[src/hdl/sne_div.sv]
// ----------------------------------------------------------------------------
// sne_div
// Restoring divider, one quotient bit per cycle: (num * 2^FRAC_BITS) / cap,
// truncated toward zero and saturated to 32 bits signed.
// ----------------------------------------------------------------------------
module sne_div #(
    parameter int FRAC_BITS = 16
) (
    input  logic               i_clk,
    input  logic               i_rst_n,
    input  logic               i_start,
    input  logic signed [33:0] i_num,
    input  logic        [30:0] i_cap,
    output logic               o_done,
    output logic signed [31:0] o_quot
);
    localparam int DW = 33 + FRAC_BITS;
    localparam int CW = $clog2(DW + 1);

    typedef enum logic [1:0] {D_IDLE, D_RUN, D_FIX} t_dstate;

    t_dstate            r_state;
    logic [DW-1:0]      r_dvd;
    logic [30:0]        r_rem;
    logic [30:0]        r_cap;
    logic [CW-1:0]      r_cnt;
    logic               r_neg;
    logic               r_done;
    logic signed [31:0] r_quot;

    logic [32:0] num_mag;
    logic [31:0] rem_sh;
    logic [32:0] diff;
    logic        q_big_neg;
    logic        q_big_pos;

    always_comb begin
        num_mag   = i_num[33] ? 33'(-i_num) : 33'(i_num);
        rem_sh    = {r_rem, r_dvd[DW-1]};
        diff      = {1'b0, rem_sh} - {2'b00, r_cap};
        q_big_neg = (|r_dvd[DW-1:32]) || (r_dvd[31] && (|r_dvd[30:0]));
        q_big_pos = |r_dvd[DW-1:31];
    end

    always_ff @(posedge i_clk) begin
        if (!i_rst_n) begin
            r_state <= D_IDLE;
            r_done  <= 1'b0;
            r_cnt   <= '0;
        end else begin
            case (r_state)
                D_IDLE: begin
                    if (i_start) begin
                        r_dvd   <= {num_mag, {FRAC_BITS{1'b0}}};
                        r_neg   <= i_num[33];
                        r_cap   <= (i_cap == '0) ? 31'd1 : i_cap;
                        r_rem   <= '0;
                        r_cnt   <= CW'(DW);
                        r_done  <= 1'b0;
                        r_state <= D_RUN;
                    end
                end
                D_RUN: begin
                    r_dvd <= {r_dvd[DW-2:0], ~diff[32]};
                    r_rem <= diff[32] ? rem_sh[30:0] : diff[30:0];
                    r_cnt <= r_cnt - CW'(1);
                    if (r_cnt == CW'(1)) begin
                        r_state <= D_FIX;
                    end
                end
                D_FIX: begin
                    if (r_neg) begin
                        r_quot <= q_big_neg ? 32'sh8000_0000 : 32'(-r_dvd[31:0]);
                    end else begin
                        r_quot <= q_big_pos ? 32'sh7FFF_FFFF : 32'(r_dvd[31:0]);
                    end
                    r_done  <= 1'b1;
                    r_state <= D_IDLE;
                end
                default: begin
                    r_state <= D_IDLE;
                end
            endcase
        end
    end

    assign o_done = r_done;
    assign o_quot = r_quot;

endmodule

[config.mk]
export PLATFORM = sky130hd
export DESIGN_NAME = sne_div
export DESIGN_NICKNAME = d
export VERILOG_FILES = /design/src/hdl/sne_div.sv
export SDC_FILE = /design/constraint.sdc
export NUM_CORES = 1
export LEC_CHECK = 0
export ABC_CLOCK_PERIOD_IN_PS = 4850
export BUFFER_PORTS_ARGS = -buffer_cell sky130_fd_sc_hd__buf_2
export CAP_MARGIN = 20
export CORE_MARGIN = 10
export CORE_UTILIZATION = 54
export DETAILED_ROUTE_END_ITERATION = 10
export GPL_TIMING_DRIVEN = 0
export PLACE_DENSITY = 0.77
export SYNTH_ARGS = -nofsm -noshare
export SYNTH_HDL_FRONTEND = slang
export SYNTH_SLANG_ARGS = --single-unit
[constraint.sdc]
create_clock -name i_clk -period 4.85 [get_ports i_clk]
set_input_delay 0.97 -clock i_clk [delete_from_list [all_inputs] [get_ports i_clk]]
set_output_delay 0.97 -clock i_clk [all_outputs]
set_load 0.005 [all_outputs]
**After elaboration in Yosys (flattened, before gate mapping)**

Index checks and enable logic that the tools add are counted.

- Add/subtract/negate cells: 4
- Equality and inequality tests: 5
- Muxes and demuxes: 16
- Bitwise operators: 1
- Reduce and logical (&&, ||, !) cells: 15

Operator list:

| kind | count |
|---|---|
| case mux 49 bit (2 select lines) | 1 |
| two-way mux 32 bit | 3 |
| two-way mux 31 bit | 2 |
| case mux 31 bit (2 select lines) | 1 |
| two-way mux 49 bit | 1 |
| two-way mux 33 bit | 1 |
| negation 33 bit | 1 |
| subtractor 32 x 31 -> 33 bit | 1 |
| negation 32 bit | 1 |
| zero test 31 bit | 1 |
| OR reduction 31 bit | 1 |
| OR reduction 18 bit | 1 |
| OR reduction 17 bit | 1 |
| case mux 6 bit (2 select lines) | 1 |
| AND reduction 2 bit | 4 |
| equality test 6 x 1 -> 1 bit, second input constant | 1 |
| two-way mux 6 bit | 1 |
| AND reduction 3 bit | 2 |
| subtractor 6 x 1 -> 6 bit, second input constant | 1 |
| two-way mux 2 bit | 2 |
| != test 2 bit, second input constant | 2 |
| case mux 2 bit (2 select lines) | 1 |
| nonzero test 2 bit | 2 |
| equality test 2 x 1 -> 1 bit, second input constant | 1 |
| 7 further kinds | 7 |

- Bits in registers: 153
- Input port bits: 68
- Output and inout bits: 33

**Longest topological paths before layout**

- Depth in word-level cells: 5
- Mapped depth: 16
- Gate-level depth less buffers: 14

**Worst setup path after synthesis**

No wires, ideal clock.

- Kind: input port to flip-flop
- From: input port i_start
- To: register r_dvd[0], enable pin
- Library setup time: 520 ps
- Data arrival time: 4746 ps
- Data required time: 4330 ps
- Setup slack: -416 ps
- Stages: 4
- Cell sequence: nand2b_1 nor2_1 nor2_1 nor2_1

- Cells in the longest elaborated chain, start to end: 2

RTL lines:

| what | line | text |
|---|---|---|
| from (decl) | 11 | `input logic i_start,` |
| != test 2 bit (no line) | n/a |  |
| AND reduction 3 bit (no line) | n/a |  |
| to (signal assigned) | 54 | `r_dvd <= {num_mag, {FRAC_BITS{1'b0}}};` |
| to (signal assigned) | 64 | `r_dvd <= {r_dvd[DW-2:0], ~diff[32]};` |
| to (decl) | 23 | `logic [DW-1:0] r_dvd;` |

No other way between the ends.
A chain may end at the register's enable or synchronous reset.

**Worst setup path after layout**

- From: register r_dvd[48]
- To: register r_rem[29] (data pin)

- Cells in the longest elaborated chain, start to end: 3

RTL lines:

| what | line | text |
|---|---|---|
| subtractor 32 x 31 -> 33 bit | 40 | `diff = {1'b0, rem_sh} - {2'b00, r_cap};` |
| two-way mux 31 bit | 65 | `r_rem <= diff[32] ? rem_sh[30:0] : diff[30:0];` |
| case mux 31 bit (2 select lines) | 51 | `case (r_state)` |
| to (signal assigned) | 65 |  |
| to (decl) | 24 | `logic [30:0] r_rem;` |

No other way between the ends.

==> impl_results.md <==
* Post-CTS Setup Bufs at 0
* Slew margin rel. at 44.2%
* Worst stage delay on the critical path at 550 ps
* Clock Latency Late Sink at 420 ps
* EDFF count, synth at 144
* Via count at 7099
* Vias in the first global route at just under 7000
* Fmax at 236 MHz
* Clock buffers created by TritonCTS at 17
* Initial Util at 54.9%
* Final #Nets at 1133
* Post-synthesis simple-gate area fraction at 16.9%
* Crit path kind: flop to flop
* Synthesized net count at 1009
* Status: finished clean
* Area contributors post-synth: edfxtp_1 (48%), ha_1 (4.8%), nand2_1 (4.3%)
* Netlist cell types at 64
* Crit path time final at 4240 ps
* Fin crit share at 87.5%
* Yosys warns at 0
* Async set-or-reset flop fraction in the synthesized netlist at 0%
* PortBufs at 100
* Slowest CP cell: a2111oi_0
* Initial DRC count at 583
* Share of the synthesized area in the top cell type at between 40% and 50%
* First-pass GRT wire length at 33600 um
* Layout area overhead at 16.4%
* Cells after Synth at 905
* Worst EP arrival at ~4400 ps
* Post-synth top area cell: edfxtp_1
* Worst setup SP type: flop
* Clock sinks at 153
* Required @ worst endpoint at about 5000 ps
* Max cap viols at 0
* Worst Skew at 7.12 ps
* Post-Synth XOR/XNOR Area at 5.60%
* Syn_area_per_cell at 10.0 um^2
* Top FF cell, synth: edfxtp_1
* VDD IR max at 0.265 mV
* Worst hold slack at 480 ps
* Post-synthesis register bit count at 153
* Die Width at 150 um
* Clock Path Buffers at 2
* CP endpoint kind: flop
* Fillers at 1355
* ANT cells at 0
* Post-synthesis compound-gate area fraction at between 15 and 20%
* Gp weighted congestion at slightly above 0.9
* Chip height at 150 um
* Share of post-route cells with drive strength above 1 at 15.9%
* Hold Fails Final Rpt at 0
* # DRC at 0
* Dpl hpwl at 15200 um
* Mapped Area at 9070 um^2
* Final setup violation count at 0
* GRT Residual Overflow at 0
* Initial antenna violation count at 0
* Setup_tns at 0 ps
* Drt via density at 5.63
* Placeable core area at 16500 um^2
* Wire per inst at 16.3 um
* RSZ-0062 raised after global routing: false
* Util after Layout at 63.9%
* Tot GR Track Use at 18.4%
* Critical path, cell by cell: inv_1 -> ha_1 -> fa_1 -> nand2b_1 -> a21oi_1 -> a2111oi_0 -> o22a_1 -> a21oi_1 -> o31ai_1 -> o21ai_0 -> a21boi_1 -> o21ai_1 -> buf_2 -> buf_2 -> mux2i_1 -> nor2_1
* Initial DRT Pass Iterations at 7
* Post-DRT Antenna Nets at 0
* Max Slew Vio Count at 0
* Placed cells at 1230
* Post-Route WL at 20500 um
* Hold buffer count at CTS at 0
* Clk Tree Root Cell: clkbuf_16
* P_leak at 4.12 nW
* CP max FO at 10
* Reg clk slew, reported paths at ~60 ps
* Largest net degree at the start of global routing at 29
* Worst min path class: flop to flop
* Post-synthesis mux area share at 2.54%
* Main combinational cell family by area after synthesis: simple AND/OR/NAND/NOR gates
* Post-synthesis sequential area ratio at 49.6%
* H-tree levels at 4
* # rows at 47
* Pwr/cell area at ~350 nW/um^2
* Die ar. at between 20000 and 25000 um^2
* Worst slew pin tran at between 800 and 900 ps
* Power, Total at 3.69 mW
* Post-Layout Cell Count at 1262
* IO Pins at slightly above 100
* CTS tree: yes
* Adder-cell share of the synthesized area at 5.05%
state kept, by name (all words and copies together) (netlist names):
name     count
r_neg        1
o_done       1
r_cap       31
r_cnt        6
r_rem       31
r_dvd       49
r_state      2
o_quot      32
per-layer routing:
| layer | track usage, % | routed length, um |
|---|---|---|
| met1 | 23.0 | 8800 |
| met3 | 3.99 | 1120 |
| met5 | 0 | 0 |
| met4 | 6.58 | 359 |
| met2 | 30.8 | 10200 |
layout make-up:
cell class / count / area [um^2] / area share, %
multi-input cells: 634 / 4120 / 39.0
clock buffers: 17 / 425 / 4.03
plain buffers: 63 / 249 / 2.36
clock inverters: 15 / 151 / 1.43
inverters: 55 / 206 / 1.95
repair buffers: 105 / 631 / 5.97
flip-flops and latches: 153 / 4500 / 42.6
well taps: 220 / 275 / 2.61
placed cells by master, fill, tap and decap left out, types with 5 or more instances in the layout:
cell type	n
or3_4	5
mux2i_1	23
inv_1	55
a21oi_1	36
o311ai_0	17
ha_1	35
clkbuf_16	17
o311ai_1	7
or2_2	5
o31ai_1	10
xnor2_1	21
buf_2	104
dfxtp_1	9
o21ai_0	69
nor3_1	25
o41ai_1	12
nor4_1	14
a21o_1	9
o21a_1	5
nand4_1	7
and2_1	18
nor2_1	67
nand3_1	9
clkbuf_1	55
nand2b_1	15
nand2_1	104
xor2_1	37
a211oi_1	12
edfxtp_1	144
or3_1	12
cells in the mapped netlist (all sizes together) (3+ instances only):
library cell  count
o21a              5
nand2           106
o41ai            14
xnor2            21
nor3             26
inv              55
and2             18
nor2b             4
or3              18
or4               7
o311ai           24
ha               35
edfxtp          144
nor4             15
dfxtp             9
buf               8
nand4             7
a21oi            36
nand3            10
o31ai            12
a21o              9
xor2             37
clkbuf           55
or2               6
a21boi            3
a211oi           12
mux2i            23
nor2             69
o211ai            4
a31oi             3
o21ai            73
nand2b           15
nand3b            3
stage by stage:
stage	setup slack, ps	area, um^2
floorplan	858	9070
finish	606	10600
global route	119	10600
CTS	491	10600
global placement	-238	9850
detailed placement	524	9990
path summary, 6_finish.rpt:
check	start	endpoint	slack, ps	depth (start not counted)
setup / recovery	r_dvd[48]	r_rem[29]	610	16
hold / removal	r_cnt[5]	r_cnt[5]	480	1
hold reg to reg	r_cnt[5]	r_cnt[5]	480	1
setup reg to reg	r_dvd[48]	r_rem[29]	610	16
logic make-up (layout without fill, tap and decap cells):
family                   count (synthesis)  in the layout
flip-flops                             153            153
multiplexers                            23             23
XOR/XNOR                                58             58
adder cells (fa/ha/maj)                 36             36
AND/OR/NAND/NOR                        310            310
AO/OA/AOI/OAI                          207            207
buffers and inverters                  118            255
worst max-delay path, delay by kind of cell, from the launching register on:
family                   cells  cell delay (ps)
AO/OA/AOI/OAI                8             2150
buffers and inverters        3              590
flip-flops                   1              440
adder cells (fa/ha/maj)      2              390
AND/OR/NAND/NOR              2              200
multiplexers                 1              200
report_power, final:
| part | internal [mW] | switching [mW] | leakage (nW) |
|---|---|---|---|
| logic | 0.300 | 0.430 | 2.42 |
| registers | 1.59 | 0.0821 | 1.43 |
| clock network | 0.756 | 0.531 | 0.281 |
| total | 2.64 | 1.04 | 4.12 |
repair_timing:
action | CTS | global route
setup endpoints to repair | 0 | 4
resized for setup | 0 | 1
hold endpoints to repair | 0 | 0
(Power assumes the default switching activity.)
